`src/bhe_pkg.sv`:
```
// Types, constants and helper functions of the brace hex escape codec.
`default_nettype none
package bhe_pkg;

  localparam logic [7:0] OPEN_MARK  = 8'h7B;
  localparam logic [7:0] CLOSE_MARK = 8'h7D;
  localparam logic [7:0] PRINT_LO   = 8'h20;
  localparam logic [7:0] PRINT_HI   = 8'h7E;
  localparam logic [7:0] CHAR_ZERO  = 8'h30;
  localparam logic [7:0] CHAR_NINE  = 8'h39;
  localparam logic [7:0] CHAR_A     = 8'h41;
  localparam logic [7:0] CHAR_F     = 8'h46;
  localparam logic [3:0] NIB_TEN    = 4'd10;

  localparam logic DIR_ENCODE = 1'b0;
  localparam logic DIR_DECODE = 1'b1;

  typedef struct packed {
    logic [7:0] data_byte;
    logic       end_of_message;
  } in_word_t;

  typedef struct packed {
    logic [7:0] out_byte;
    logic       is_error;
    logic       last_of_run;
  } out_word_t;

  typedef struct packed {
    logic [3:0][7:0] bytes;
    logic [1:0]      last_idx;
    logic            is_err;
  } job_t;

  function automatic logic [7:0] hex_char(input logic [3:0] nib);
    logic [7:0] c;
    if (nib >= NIB_TEN) begin
      c = CHAR_A + {4'd0, nib - NIB_TEN};
    end else begin
      c = CHAR_ZERO + {4'd0, nib};
    end
    return c;
  endfunction

  // Bit 4 set means the byte is not an upper-case hex digit.
  function automatic logic [4:0] hex_value(input logic [7:0] c);
    logic [7:0] d;
    logic [4:0] v;
    d = 8'd0;
    v = 5'h10;
    if (c >= CHAR_ZERO && c <= CHAR_NINE) begin
      d = c - CHAR_ZERO;
      v = {1'b0, d[3:0]};
    end else if (c >= CHAR_A && c <= CHAR_F) begin
      d = c - CHAR_A + {4'd0, NIB_TEN};
      v = {1'b0, d[3:0]};
    end
    return v;
  endfunction

endpackage
`default_nettype wire

```
`src/bhe_front.sv`:
```
// Front end: accepts input words, tracks decode state and builds result jobs.
`default_nettype none
module bhe_front
  import bhe_pkg::*;
(
  input  wire logic     clk,
  input  wire logic     rst_n,
  input  wire logic     direction,
  input  wire logic     in_valid,
  input  wire in_word_t in_data,
  input  wire logic     q_full,
  output logic          in_ready,
  output logic          push,
  output job_t          push_job
);

  localparam logic [1:0] PH_IDLE  = 2'd0;
  localparam logic [1:0] PH_OPEN  = 2'd1;
  localparam logic [1:0] PH_DIGIT = 2'd2;
  localparam logic [1:0] PH_CLOSE = 2'd3;

  logic [1:0] phase_r, phase_nxt;
  logic [7:0] part_r, part_nxt;
  logic       drop_r, drop_nxt;

  logic       accept;
  logic       want;
  logic       err;
  logic [7:0] b;
  logic       eom;
  logic [4:0] v;

  assign in_ready = !q_full;
  assign accept   = in_valid && in_ready;
  assign b        = in_data.data_byte;
  assign eom      = in_data.end_of_message;
  assign v        = hex_value(b);
  assign push     = accept && want;

  always_comb begin
    phase_nxt         = phase_r;
    part_nxt          = part_r;
    drop_nxt          = drop_r;
    want              = 1'b0;
    err               = 1'b0;
    push_job.bytes    = {4{b}};
    push_job.last_idx = 2'd0;
    push_job.is_err   = 1'b0;
    if (direction == DIR_ENCODE) begin
      want = 1'b1;
      if (b == OPEN_MARK) begin
        push_job.bytes    = {8'd0, 8'd0, OPEN_MARK, OPEN_MARK};
        push_job.last_idx = 2'd1;
      end else if (b >= PRINT_LO && b <= PRINT_HI) begin
        push_job.last_idx = 2'd0;
      end else begin
        push_job.bytes    = {CLOSE_MARK, hex_char(b[3:0]), hex_char(b[7:4]), OPEN_MARK};
        push_job.last_idx = 2'd3;
      end
    end else if (drop_r) begin
      if (eom) begin
        drop_nxt = 1'b0;
      end
    end else begin
      case (phase_r)
        PH_IDLE: begin
          if (b == OPEN_MARK) begin
            phase_nxt = PH_OPEN;
          end else begin
            want = 1'b1;
          end
        end
        PH_OPEN: begin
          if (b == OPEN_MARK) begin
            want      = 1'b1;
            phase_nxt = PH_IDLE;
          end else if (!v[4]) begin
            part_nxt  = {4'd0, v[3:0]};
            phase_nxt = PH_DIGIT;
          end else begin
            err = 1'b1;
          end
        end
        PH_DIGIT: begin
          if (!v[4]) begin
            part_nxt  = {part_r[3:0], v[3:0]};
            phase_nxt = PH_CLOSE;
          end else begin
            err = 1'b1;
          end
        end
        PH_CLOSE: begin
          if (b == CLOSE_MARK) begin
            want           = 1'b1;
            push_job.bytes = {4{part_r}};
            phase_nxt      = PH_IDLE;
          end else begin
            err = 1'b1;
          end
        end
        default: begin
          err = 1'b1;
        end
      endcase
      if (eom && phase_nxt != PH_IDLE) begin
        err = 1'b1;
      end
      if (err) begin
        want              = 1'b1;
        push_job.bytes    = '0;
        push_job.last_idx = 2'd0;
        push_job.is_err   = 1'b1;
        phase_nxt         = PH_IDLE;
        part_nxt          = 8'd0;
        drop_nxt          = !eom;
      end
    end
  end

  always_ff @(posedge clk) begin
    if (!rst_n) begin
      phase_r <= PH_IDLE;
      part_r  <= 8'd0;
      drop_r  <= 1'b0;
    end else if (accept) begin
      phase_r <= phase_nxt;
      part_r  <= part_nxt;
      drop_r  <= drop_nxt;
    end
  end

endmodule
`default_nettype wire

```
`src/bhe_queue.sv`:
```
// Job queue between the front end and the back end.
`default_nettype none
module bhe_queue
  import bhe_pkg::*;
#(
  parameter int DEPTH = 4
) (
  input  wire logic clk,
  input  wire logic rst_n,
  input  wire logic push,
  input  wire job_t push_job,
  input  wire logic pop,
  output logic      q_full,
  output logic      q_valid,
  output job_t      head_job
);

  localparam int PTR_W = (DEPTH > 1) ? $clog2(DEPTH) : 1;
  localparam int CNT_W = $clog2(DEPTH + 1);

  job_t             mem [DEPTH];
  logic [PTR_W-1:0] wr_ptr_r, wr_ptr_nxt;
  logic [PTR_W-1:0] rd_ptr_r, rd_ptr_nxt;
  logic [CNT_W-1:0] count_r, count_nxt;
  logic             do_pop;

  assign q_full   = (count_r == CNT_W'(DEPTH));
  assign q_valid  = (count_r != '0);
  assign head_job = mem[rd_ptr_r];
  assign do_pop   = pop && q_valid;

  always_comb begin
    wr_ptr_nxt = wr_ptr_r;
    rd_ptr_nxt = rd_ptr_r;
    count_nxt  = count_r;
    if (push) begin
      wr_ptr_nxt = (wr_ptr_r == PTR_W'(DEPTH - 1)) ? '0 : wr_ptr_r + 1'b1;
    end
    if (do_pop) begin
      rd_ptr_nxt = (rd_ptr_r == PTR_W'(DEPTH - 1)) ? '0 : rd_ptr_r + 1'b1;
    end
    if (push && !do_pop) begin
      count_nxt = count_r + 1'b1;
    end else if (!push && do_pop) begin
      count_nxt = count_r - 1'b1;
    end
  end

  always_ff @(posedge clk) begin
    if (push) begin
      mem[wr_ptr_r] <= push_job;
    end
  end

  always_ff @(posedge clk) begin
    if (!rst_n) begin
      wr_ptr_r <= '0;
      rd_ptr_r <= '0;
      count_r  <= '0;
    end else begin
      wr_ptr_r <= wr_ptr_nxt;
      rd_ptr_r <= rd_ptr_nxt;
      count_r  <= count_nxt;
    end
  end

endmodule
`default_nettype wire

```
`src/bhe_back.sv`:
```
// Back end: walks the head job and emits one result word per cycle unless stalled.
`default_nettype none
module bhe_back
  import bhe_pkg::*;
(
  input  wire logic clk,
  input  wire logic rst_n,
  input  wire logic q_valid,
  input  wire job_t head_job,
  input  wire logic out_ready,
  output logic      pop,
  output logic      out_valid,
  output out_word_t out_data
);

  logic [1:0] idx_r, idx_nxt;
  logic       out_valid_r, out_valid_nxt;
  out_word_t  out_data_r, out_data_nxt;
  logic       load;
  logic       is_last;

  assign load      = !out_valid_r || out_ready;
  assign is_last   = (idx_r == head_job.last_idx);
  assign pop       = load && q_valid && is_last;
  assign out_valid = out_valid_r;
  assign out_data  = out_data_r;

  always_comb begin
    idx_nxt       = idx_r;
    out_valid_nxt = out_valid_r;
    out_data_nxt  = out_data_r;
    if (load) begin
      out_valid_nxt            = q_valid;
      out_data_nxt.out_byte    = head_job.bytes[idx_r];
      out_data_nxt.is_error    = head_job.is_err;
      out_data_nxt.last_of_run = is_last;
      if (q_valid) begin
        idx_nxt = is_last ? 2'd0 : idx_r + 2'd1;
      end
    end
  end

  always_ff @(posedge clk) begin
    out_data_r <= out_data_nxt;
  end

  always_ff @(posedge clk) begin
    if (!rst_n) begin
      idx_r       <= 2'd0;
      out_valid_r <= 1'b0;
    end else begin
      idx_r       <= idx_nxt;
      out_valid_r <= out_valid_nxt;
    end
  end

endmodule
`default_nettype wire

```
`src/brace_hex_escape_codec.sv`:
```
// Top level of the brace hex escape codec.
// Each input word is classified and turned into a job of one to four result words,
// or none, in the cycle it is accepted, and the job waits in a queue of QUEUE_DEPTH
// entries; the back end sends one result word per cycle from its output register while
// the queue holds a job and the output is not stalled, so a word that yields several
// results holds the output until each is sent (four for an encoded non-printable byte).
// The first result passes through the queue and then the output register, and input
// words are taken whenever the queue has room, also while the output stalls.
// The direction register is meant to be written only while the block is idle.
`default_nettype none
module brace_hex_escape_codec
  import bhe_pkg::*;
#(
  parameter int QUEUE_DEPTH = 4
) (
  input  wire logic     clk,
  input  wire logic     rst_n,
  input  wire logic     cfg_we,
  input  wire logic     cfg_wdata,
  input  wire logic     in_valid,
  output logic          in_ready,
  input  wire in_word_t in_data,
  output logic          out_valid,
  input  wire logic     out_ready,
  output out_word_t     out_data
);

  logic direction_r;
  logic q_full;
  logic q_valid;
  logic push;
  logic pop;
  job_t push_job;
  job_t head_job;

  always_ff @(posedge clk) begin
    if (!rst_n) begin
      direction_r <= DIR_ENCODE;
    end else if (cfg_we) begin
      direction_r <= cfg_wdata;
    end
  end

  bhe_front u_front (
    .clk       (clk),
    .rst_n     (rst_n),
    .direction (direction_r),
    .in_valid  (in_valid),
    .in_data   (in_data),
    .q_full    (q_full),
    .in_ready  (in_ready),
    .push      (push),
    .push_job  (push_job)
  );

  bhe_queue #(
    .DEPTH (QUEUE_DEPTH)
  ) u_queue (
    .clk      (clk),
    .rst_n    (rst_n),
    .push     (push),
    .push_job (push_job),
    .pop      (pop),
    .q_full   (q_full),
    .q_valid  (q_valid),
    .head_job (head_job)
  );

  bhe_back u_back (
    .clk       (clk),
    .rst_n     (rst_n),
    .q_valid   (q_valid),
    .head_job  (head_job),
    .out_ready (out_ready),
    .pop       (pop),
    .out_valid (out_valid),
    .out_data  (out_data)
  );

endmodule
`default_nettype wire

```
`config.mk`:
```
export PLATFORM = sky130hd
export DESIGN_NAME = brace_hex_escape_codec
export DESIGN_NICKNAME = d
export VERILOG_FILES = /design/src/bhe_pkg.sv /design/src/bhe_front.sv /design/src/bhe_queue.sv /design/src/bhe_back.sv /design/src/brace_hex_escape_codec.sv
export SDC_FILE = /design/constraint.sdc
export NUM_CORES = 1
export LEC_CHECK = 0
export BUFFER_PORTS_ARGS = -buffer_cell sky130_fd_sc_hd__buf_2
export CORE_MARGIN = 2
export CORE_UTILIZATION = 55
export CTS_BUF_LIST = sky130_fd_sc_hd__clkbuf_2 sky130_fd_sc_hd__clkbuf_4 sky130_fd_sc_hd__clkbuf_8
export DETAILED_ROUTE_END_ITERATION = 12
export MAX_ROUTING_LAYER = met4
export PLACE_DENSITY = 0.7
export SYNTH_ARGS = -nofsm -noshare
export SYNTH_HDL_FRONTEND = slang
export SYNTH_SLANG_ARGS = --single-unit
```
`constraint.sdc`:
```
create_clock -name clk -period 4.2 [get_ports clk]
set_input_delay 0.21 -clock clk [delete_from_list [all_inputs] [get_ports clk]]
set_output_delay 0.21 -clock clk [all_outputs]
set_load 0.005 [all_outputs]
```
==> impl_metrics.py, run 1 <==
metrics = {
    "outcome": {
        "status": "complete, no violations",
    },
    "setup_path": {
        "cp-start-kind": "register",
        "rr_startpoint": "direction_r",
        "critPathMaxStageDelay_ns": 0.45,
        "worstPathRequired_ns": 4.58,
        "critPathLaunch": "direction_r",
        "cp.arrival_ns": 3.44,
        "crit_chain": "buf_4, inv_1, nor2_1, a211oi_4, ha_1, inv_1, fa_1, xor2_1, or3_1, a21oi_1",
        "critPathKind": "reg -> reg",
        "endpoint_kind": "register",
        "cp_slowest_cell": "a211oi_4",
        "crit_fanout": 19,
        "crit_top_cell": "inv_1",
    },
    "timing": {
        "drv_slew": 0,
        "slew_headroom_pct": 29.5,
        "final-hold-violation-count": 0,
        "fmax_mhz": 327,
        "period_needed_ns": 3.06,
        "fin_worst_skew_ns": 0.0152,
        "setup_viol": 0,
        "rsz0062_at_grt": "no",
        "final.setup.worst_slack_ns": 1.14,
        "fin_crit_sh_pct": 72.8,
        "tns_ns": 0,
        "tightest_slew_ns": 1.05,
    },
    "logic_synthesis": {
        "netlist_instances": 544,
        "ys_seq_elements": 162,
        "synth_ff_type": "edfxtp_1",
        "synth.net_count": 582,
        "syn_area_mm2": 0.00778,
        "ys_warn_count": 0,
        "async_reset_ff_share_pct": 0,
        "synth_cell_type_count": 71,
        "syn_avg_cell_area_um2": 14.3,
        "yosysSeqAreaShare_pct": 59.4,
        "synth_edf_count": 138,
    },
    "cells_and_area": {
        "drive_above_1_share_pct": 22.2,
        "nets": 606,
        "diodes": 0,
        "layout_common_cells": "edfxtp_1 (138), mux4_2 (39), nand2_1 (28), a21oi_1 (26), buf_2 (26)",
        "final_common_cell": "edfxtp_1",
        "fill_cells": 1027,
        "area_growth_pct": 8.96,
    },
    "placed_design": {
        "pre_cts_slack_ns": 0.717,
        "portBuffers": 26,
        "gp_congestion": 0.923,
        "hpwl_mm": 11.1,
    },
    "floorplanning": {
        "io_pins": 27,
        "rows": 43,
        "core_mm2": 0.0138,
        "die_w_um": 123,
        "initial_utilization_pct": 56.3,
        "die-height_um": 123,
        "dieArea_mm2": 0.0151,
    },
    "clock_tree": {
        "cts_resized": 0,
        "cts_root_buffer": "clkbuf_8",
        "cts.sink_count": 162,
        "cts_tree": "built",
        "htreeDepth": 4,
        "cts_setup_buffers": 0,
        "ctsHoldBuffers": 2,
        "clkTransAtPathRegs_ns": 0.08,
        "cts_made_buffers": 17,
        "cts_buffer_depth": 2,
        "clkLatencyLatePin_ns": 0.45,
    },
    "global_routing": {
        "antenna_found_initial": 0,
        "grt_max_degree": 33,
        "gr-usage-met3_pct": 5.07,
        "grt_pass1_wl_mm": 25.8,
        "met2_usage_pct": 36.7,
        "grt-busiest-layer": "met2",
        "grtUsageTotal_pct": 24.3,
        "grt_overflow": 0,
        "gr-usage-met1_pct": 33.0,
        "first_global_vias": 4687,
    },
    "power_and_ir_drop": {
        "combPwrFrac_pct": 23.3,
        "p_sw_uw": 1140,
        "p_int_uw": 3060,
        "seq_power_share_pct": 50.3,
        "p_sw_share_pct": 27.2,
        "p_per_area_mw_per_mm2": 496,
        "leakage_uw": 0.00287,
        "total_power_uw": 4200,
        "pwr-share-clk_pct": 26.4,
        "peakVddDrop_mv": 0.223,
    },
    "route": {
        "via_per_inst": 6.27,
        "vias": 4770,
        "drtAntennaViolNets": 0,
        "drcViolationCount": 0,
        "first_pass_iters": 7,
        "drt_iter0_markers": 489,
        "routed_wirelength_mm": 16.4,
        "wl_per_cell_um": 21.6,
    },
    "min_path": {
        "min_from": "rst_n",
        "hp-class": "in -> reg",
    },
    "job": {
        "maxCapViolations": 0,
    },
}
[per-stage QoR]
step / instances / util [%] / area, um^2 / hold WS (ns)
floorplan: 544 / - / 7780 / 0.357
global placement: 727 / 58.3 / 8060 / 0.441
CTS: 761 / 61.3 / 8480 / 0.132
detailed placement: 727 / 58.3 / 8060 / 0.457
finish: 761 / 61.3 / 8480 / 0.161
global route: 761 / 61.3 / 8480 / 0.159
[cell type report]
class / count / area, um^2 / share of cell area (%)
Timing Repair Buffer: 40 / 240 / 2.83
Clock buffer: 20 / 263 / 3.10
Clock inverter: 12 / 134 / 1.58
Multi-Input combinational cell: 328 / 2920 / 34.4
Inverter: 19 / 71.3 / 0.841
Tap cell: 180 / 225 / 2.66
Sequential cell: 162 / 4630 / 54.6
[logic make-up after synthesis]
| family | share of synthesized area (%) |
|---|---|
| AOI/OAI and AO/OA | 11.3 |
| muxes | 12.7 |
| and+or+nand+nor | 8.80 |
| xor gates and xnor gates | 0.901 |
| adders and majority gates | 3.80 |
| DFF | 59.4 |
| buffers and inverters | 3.06 |
[per-layer routing]
| metal | vias to the layer above | part of all wire, % |
|---|---|---|
| met1 | 2361 | 43 |
| met3 | 31 | 6.9 |
| met2 | 187 | 48 |
| li1 | 2191 | - |
| met4 | 0 | 2.2 |
| met5 | - | 0 |
[registers in the layout, indices dropped and copies added (netlist names), named ones only]
signal,count
u_front.phase_r,2
u_queue.mem,128
u_back.out_valid,1
u_front.part_r,8
u_queue.wr_ptr_r,2
u_front.drop_r,1
u_back.out_data,10
u_queue.count_r,3
u_back.idx_r,2
u_queue.rd_ptr_r,2
direction_r,1
[final timing paths]
kind / end / slack (ns) / cells after the start
max reg2reg: u_queue.count_r[2] / 1.14 / 10
min: u_queue.wr_ptr_r[0] / 0.16 / 3
max: u_queue.count_r[2] / 1.14 / 10
min reg2reg: u_front.part_r[3] / 0.49 / 2
[cells in the mapped netlist, types with 6 or more instances]
cell type	number	area, um^2
inv_1	19	71.3
nor2_1	23	86.3
mux2i_1	9	90.1
clkbuf_1	20	75.1
nand3_1	11	55.1
ha_1	22	275
mux4_2	39	878
buf_2	10	50.1
o21ai_0	20	100
and2_1	9	56.3
nor3_1	14	70.1
o21ai_1	6	30.0
a31oi_1	8	50.1
edfxtp_1	138	4140
o211ai_1	13	97.6
a22o_1	6	52.6
nand2_1	28	105
a21oi_1	26	130
dfxtp_1	24	480
[power groups by stage]
stage / Clock [uW] / Sequential [uW] / Combinational (uW)
floorplan: 0 / 2120 / 732
global placement: 0 / 2130 / 973
detailed placement: 0 / 2150 / 990
CTS: 1130 / 2120 / 994
global route: 1190 / 2140 / 1080
finish: 1110 / 2110 / 978
[critical path: cells and delay by family (launching register included)]
kind | cells | cell delay, ns
XOR/XNOR | 1 | 0.17
AO/OA/AOI/OAI | 2 | 0.58
buffers and inverters | 3 | 0.65
adder cells (fa/ha/maj) | 2 | 0.61
AND/OR/NAND/NOR | 2 | 0.67
flip-flops | 1 | 0.30
No activity file was read; power rests on OpenSTA's default activity.
==> run 2, diff against run 1 <==
Clock period 4.2 ns to 3 ns, I/O delays scaled along.
==> impl_metrics.py, run 2 (same netlist as run 1, synthesis figures left out) <==
metrics = {
    "outcome": {
        "status": "complete, no violations",
    },
    "min_path": {
        "hold_end": "u_front.drop_r",
        "min_from": "in_valid",
        "hp-class": "in -> reg",
        "hold_depth": 3,
    },
    "setup_path": {
        "worstPathRequired_ns": 3.37,
        "endpoint_kind": "register",
        "critPathKind": "reg -> reg",
        "reg2regPathDepth": 10,
        "cp-start-kind": "register",
        "reg2reg_slack_ns": 0.20,
        "rr_endpoint": "u_queue.count_r[2]",
        "cp.arrival_ns": 3.18,
        "crit_fanout": 4,
    },
    "floorplanning": {
        "die-height_um": 123,
        "core_mm2": 0.0138,
        "initial_utilization_pct": 56.3,
        "die_w_um": 123,
        "dieArea_mm2": 0.0151,
        "rows": 43,
        "io_pins": 27,
    },
    "clock_tree": {
        "cts.sink_count": 162,
        "htreeDepth": 4,
        "cts_root_buffer": "clkbuf_8",
        "cts_setup_buffers": 0,
        "clkLatencyLatePin_ns": 0.44,
        "cts_buffer_depth": 2,
        "cts_made_buffers": 17,
        "clkTransAtPathRegs_ns": 0.08,
        "cts_tree": "built",
        "cts_resized": 0,
    },
    "route": {
        "routed_wirelength_mm": 17.0,
        "drcViolationCount": 0,
        "drtAntennaViolNets": 0,
        "via_per_inst": 6.36,
        "first_pass_iters": 6,
        "vias": 4968,
        "drt_iter0_markers": 477,
        "wl_per_cell_um": 21.8,
    },
    "placed_design": {
        "pre_cts_slack_ns": 0.0753,
        "hpwl_mm": 11.8,
        "portBuffers": 26,
        "dpl-instance-area_mm2": 0.00822,
        "gp_congestion": 0.974,
    },
    "timing": {
        "drv_slew": 0,
        "final-hold-violation-count": 0,
        "timing.hold.ws_ns": 0.117,
        "slew_headroom_pct": 51.6,
        "fin_worst_skew_ns": 0.0205,
        "fin_crit_sh_pct": 93.5,
        "tightest_slew_ns": 0.719,
        "period_needed_ns": 2.80,
        "rsz0062_at_grt": "no",
        "tns_ns": 0,
        "setup_viol": 0,
        "fmax_mhz": 357,
        "final.setup.worst_slack_ns": 0.195,
    },
    "power_and_ir_drop": {
        "p_int_uw": 4260,
        "p_sw_uw": 1580,
        "peakVddDrop_mv": 0.250,
        "total_power_uw": 5840,
        "p_sw_share_pct": 27.0,
        "p_per_area_mw_per_mm2": 679,
        "combPwrFrac_pct": 24.7,
        "pwr-share-clk_pct": 24.8,
        "leakage_uw": 0.00297,
        "seq_power_share_pct": 50.4,
    },
    "cells_and_area": {
        "largest_reg_flops": 128,
        "regMostFlops": "u_queue.mem",
        "nets": 626,
        "layout_common_cells": "edfxtp_1 (138), mux4_2 (39), buf_4 (32), nand2_1 (28)",
        "postLayoutCellArea_mm2": 0.00860,
        "area_growth_pct": 10.5,
        "diodes": 0,
        "final_common_cell": "edfxtp_1",
        "drive_above_1_share_pct": 25.0,
    },
    "global_routing": {
        "grt_max_degree": 33,
        "grt_overflow": 0,
        "antenna_found_initial": 0,
        "first_global_vias": 4834,
        "grtUsageTotal_pct": 24.7,
        "grt_pass1_wl_mm": 26.3,
    },
    "job": {
        "maxCapViolations": 0,
    },
}
[run 2: changes by cell type in the layout (fill, tap and decap cells not counted), moves of 2 or more]
| cell | delta |
|---|---|
| clkinv_4 | -3 |
| clkinv_2 | -2 |
| inv_4 | +2 |
| buf_4 | +20 |
| clkinvlp_4 | -2 |
| clkbuf_2 | +4 |
| clkbuf_4 | +3 |
[run 2: cell type report]
type	instances	area (um^2)
sequential	162	4630
inverter	19	71.3
clock inverter	5	56.3
clock buffer	27	305
fill	1008	5230
timing repair buffer	60	390
tap	180	225
multi-input combinational	328	2920
[run 2: power by group through the flow]
| stage | combinational, uW | sequential, uW | clock (uW) |
|---|---|---|---|
| final | 1450 | 2940 | 1450 |
| after global routing | 1570 | 2980 | 1560 |
| after CTS | 1460 | 2950 | 1480 |
| after detailed placement | 1450 | 3000 | 0 |
| after global placement | 1400 | 2980 | 0 |
| after floorplan | 1030 | 2970 | 0 |
[run 2: stage by stage]
stage               instances  util, %
detailed placement        747     59.4
CTS                       781     62.2
finish                    781     62.2
global placement          747     59.4
global route              781     62.2
floorplan                 544        -
[run 2: what timing repair did]
item	CTS	global route
endpoints found under the hold margin	1	0
hold buffers	2	0
setup endpoints to repair	0	0
[run 2: how the worst max path moves through the flow]
stage                     cells past startpoint                 end  slack, ns
after global placement                       12  u_queue.count_r[2]       0.20
after detailed placement                     12  u_queue.count_r[2]       0.08
after floorplan                              13  u_queue.count_r[2]       0.03
after global routing                         10  u_queue.count_r[2]       0.09
final                                        10  u_queue.count_r[2]       0.20
after CTS                                    10  u_queue.count_r[2]       0.20
[run 2: metal layers]
metal  global-route usage, %  vias to the layer above  part of all wire (%)
met4                    9.48                        0                   2.6
met3                    4.84                       30                   5.3
met5                       -                        -                     0
li1                        -                     2241                     -
met2                    37.9                      183                    48
met1                    32.9                     2514                    44
[run 2: worst max-delay path, cell delays in order (launching register included)]
cell,delay (ns)
dfxtp_2,0.39
mux4_2,0.52
xnor2_1,0.14
and2_1,0.20
nand2_1,0.19
ha_1,0.23
inv_1,0.06
fa_1,0.37
xor2_1,0.18
or3_1,0.31
a21oi_1,0.15
==> run 3, diff against run 2 <==
Settings changed: ABC_AREA set to 1, CTS_BUF_LIST sky130_fd_sc_hd__clkbuf_2 sky130_fd_sc_hd__clkbuf_4 sky130_fd_sc_hd__clkbuf_8 to unset.
==> impl_metrics.py, run 3 <==
metrics = {
    "outcome": {
        "status": "complete, no violations",
    },
    "floorplanning": {
        "core_mm2": 0.0133,
        "die-height_um": 121,
        "io_pins": 27,
        "dieArea_mm2": 0.0147,
        "initial_utilization_pct": 56.8,
        "rows": 42,
        "die_w_um": 121,
    },
    "route": {
        "wl_per_cell_um": 19.0,
        "routed_wirelength_mm": 17.8,
        "first_pass_iters": 5,
        "via_per_inst": 5.87,
        "drtAntennaViolNets": 0,
        "vias": 5510,
        "drcViolationCount": 0,
        "drt_iter0_markers": 427,
    },
    "job": {
        "maxCapViolations": 0,
    },
    "setup_path": {
        "crit_fanout": 5,
        "crit_chain": "inv_1, nor2_1, nand2_2, nand2_2, nand3_2, nand3_4, nand2_1, nand3_2, nand2_1, inv_1, ha_1, inv_1, fa_1, nor2_1, nor2_1, nand2_1, o21ai_0, a21oi_1",
        "cp-start-kind": "register",
        "reg2reg_slack_ns": 0.51,
        "endpoint_kind": "register",
        "cp_slowest_cell": "fa_1",
        "rr_startpoint": "u_front.phase_r[0]",
        "cp.arrival_ns": 2.85,
        "worstPathRequired_ns": 3.35,
        "critPathKind": "reg -> reg",
        "rr_endpoint": "u_queue.count_r[2]",
        "reg2regPathDepth": 18,
        "critPathMaxStageDelay_ns": 0.39,
    },
    "placed_design": {
        "pre_cts_slack_ns": 0.217,
        "gp_congestion": 1.00,
        "hpwl_mm": 11.4,
        "portBuffers": 26,
    },
    "cells_and_area": {
        "regMostFlops": "u_queue.mem",
        "area_growth_pct": 12.6,
        "register_area_mm2": 0.00463,
        "largest_reg_flops": 128,
        "drive_above_1_share_pct": 14.9,
        "multiInputGateArea_mm2": 0.00260,
        "diodes": 0,
        "nets": 788,
        "final_common_cell": "edfxtp_1",
        "fill_cells": 1087,
        "layout_common_cells": "edfxtp_1 (138), nor2_1 (100), o21ai_0 (100), nand2_1 (80), inv_1 (42)",
        "final_util_pct": 63.9,
    },
    "clock_tree": {
        "clkTransAtPathRegs_ns": 0.06,
        "cts_root_buffer": "clkbuf_16",
        "cts_made_buffers": 17,
        "cts_buffer_depth": 2,
        "cts.sink_count": 162,
        "htreeDepth": 4,
        "clkLatencyLatePin_ns": 0.42,
        "cts_resized": 0,
        "cts_tree": "built",
    },
    "logic_synthesis": {
        "synth.most_common_cell": "edfxtp_1",
        "synth_common_cells": "edfxtp_1 (138), nor2_1 (104), o21ai_0 (100)",
        "yosysSeqAreaShare_pct": 61.0,
        "synthAdderAreaFrac_pct": 3.90,
        "synthXorXnorAreaFrac_pct": 1.16,
        "yosys.area_share.simple_pct": 14.7,
        "synth_top_area_share_pct": 54.7,
        "synth_edf_count": 138,
        "syn_avg_cell_area_um2": 10.6,
        "synth_mux_area_share_pct": 0,
        "synth_top_family_by_area": "simple AND/OR/NAND/NOR gates",
        "async_reset_ff_share_pct": 0,
        "synth_ff_type": "edfxtp_1",
        "netlist.top_cell.by_area": "edfxtp_1",
        "synth_cell_type_count": 42,
        "synth.net_count": 753,
        "netlist_instances": 715,
        "synth_area_leaders": "edfxtp_1 (55%), o21ai_0 (6.6%), dfxtp_1 (6.3%)",
        "ys_seq_elements": 162,
        "ys_warn_count": 0,
        "syn_area_mm2": 0.00758,
        "synth_compound_area_share_pct": 14.5,
    },
    "timing": {
        "fin_worst_skew_ns": 0.0111,
        "drv_slew": 0,
        "tightest_slew_ns": 0.635,
        "fin_crit_sh_pct": 83.1,
        "final.setup.worst_slack_ns": 0.507,
        "final-hold-violation-count": 0,
        "timing.hold.ws_ns": 0.0764,
        "setup_viol": 0,
        "slew_headroom_pct": 57.6,
        "rsz0062_at_grt": "no",
        "fmax_mhz": 401,
        "period_needed_ns": 2.49,
    },
    "global_routing": {
        "grt_overflow": 0,
        "first_global_vias": 5315,
        "grt_pass1_wl_mm": 28.3,
        "grt_max_degree": 61,
        "antenna_found_initial": 0,
        "grtUsageTotal_pct": 26.4,
    },
    "min_path": {
        "min_from": "rst_n",
        "hold_end": "u_queue.wr_ptr_r[1]",
        "hp-class": "in -> reg",
        "hold_depth": 3,
    },
    "power_and_ir_drop": {
        "leakage_uw": 0.00320,
        "p_per_area_mw_per_mm2": 775,
        "peakVddDrop_mv": 0.486,
    },
}
run 3: per-stage QoR:
step / instances / TNS (ns) / instance area (um^2) / total power, uW
finish: 939 / 0 / 8530 / 6620
CTS: 939 / 0 / 8530 / 6650
detailed placement: 904 / 0 / 7960 / 4680
global placement: 904 / 0 / 7960 / 4600
floorplan: 715 / -27.50 / 7580 / 4090
global route: 939 / 0 / 8530 / 6970
run 3: cells by family (layout without fill, tap and decap cells):
kind of cell | after synthesis | count (layout)
AND/OR/NAND/NOR | 249 | 249
AO/OA/AOI/OAI | 187 | 187
flip-flops | 162 | 162
buffers and inverters | 84 | 132
adder cells (fa/ha/maj) | 23 | 23
XOR/XNOR | 10 | 10
run 3: area by class of cell:
class / count / share of cell area, %
Inverter: 55 / 2.51
Sequential cell: 162 / 54.2
Multi-Input combinational cell: 469 / 30.5
Timing Repair Buffer: 45 / 3.87
Clock buffer: 22 / 5.32
Clock inverter: 10 / 1.01
Tap cell: 176 / 2.58
run 3: timing repair:
action / 4_1_cts / 5_1_grt
endpoints found under the setup margin: 0 / 0
hold buffers: 3 / 0
hold endpoints to repair: 2 / 0
setup buffers: 0 / 0
run 3: worst max-delay path: cells and delay by family (launching register included):
family / cells / cell delay, ns
flip-flops: 1 / 0.37
AO/OA/AOI/OAI: 2 / 0.20
adder cells (fa/ha/maj): 2 / 0.53
AND/OR/NAND/NOR: 11 / 1.14
buffers and inverters: 3 / 0.20
run 3: routing by layer:
layer / routed length, um / vias up / global-route usage (%)
met5: 0 / - / -
met4: 308 / 0 / 8.76
met3: 1190 / 18 / 5.83
met2: 8480 / 232 / 41.6
met1: 7820 / 2639 / 34.4
li1: - / 2621 / -
run 3: worst max-delay path by stage:
stage | cells past startpoint | slack, ns | startpoint | to
after floorplan | 11 | -0.21 | in_data[1] | u_queue.mem[0][0]
after global placement | 22 | 0.32 | in_data[2] | u_queue.count_r[2]
after detailed placement | 22 | 0.22 | in_data[2] | u_queue.count_r[2]
after CTS | 11 | 0.53 | register | u_queue.count_r[1]
after global routing | 18 | 0.24 | u_front.phase_r[0] | u_queue.count_r[2]
final | 18 | 0.51 | u_front.phase_r[0] | u_queue.count_r[2]
run 3: report_power, final:
part           internal (uW)  leakage (uW)  switching (uW)
registers               2850       0.00147             117
logic                    524       0.00147            1150
clock network           1160      0.000260             814
total                   4530       0.00320            2090
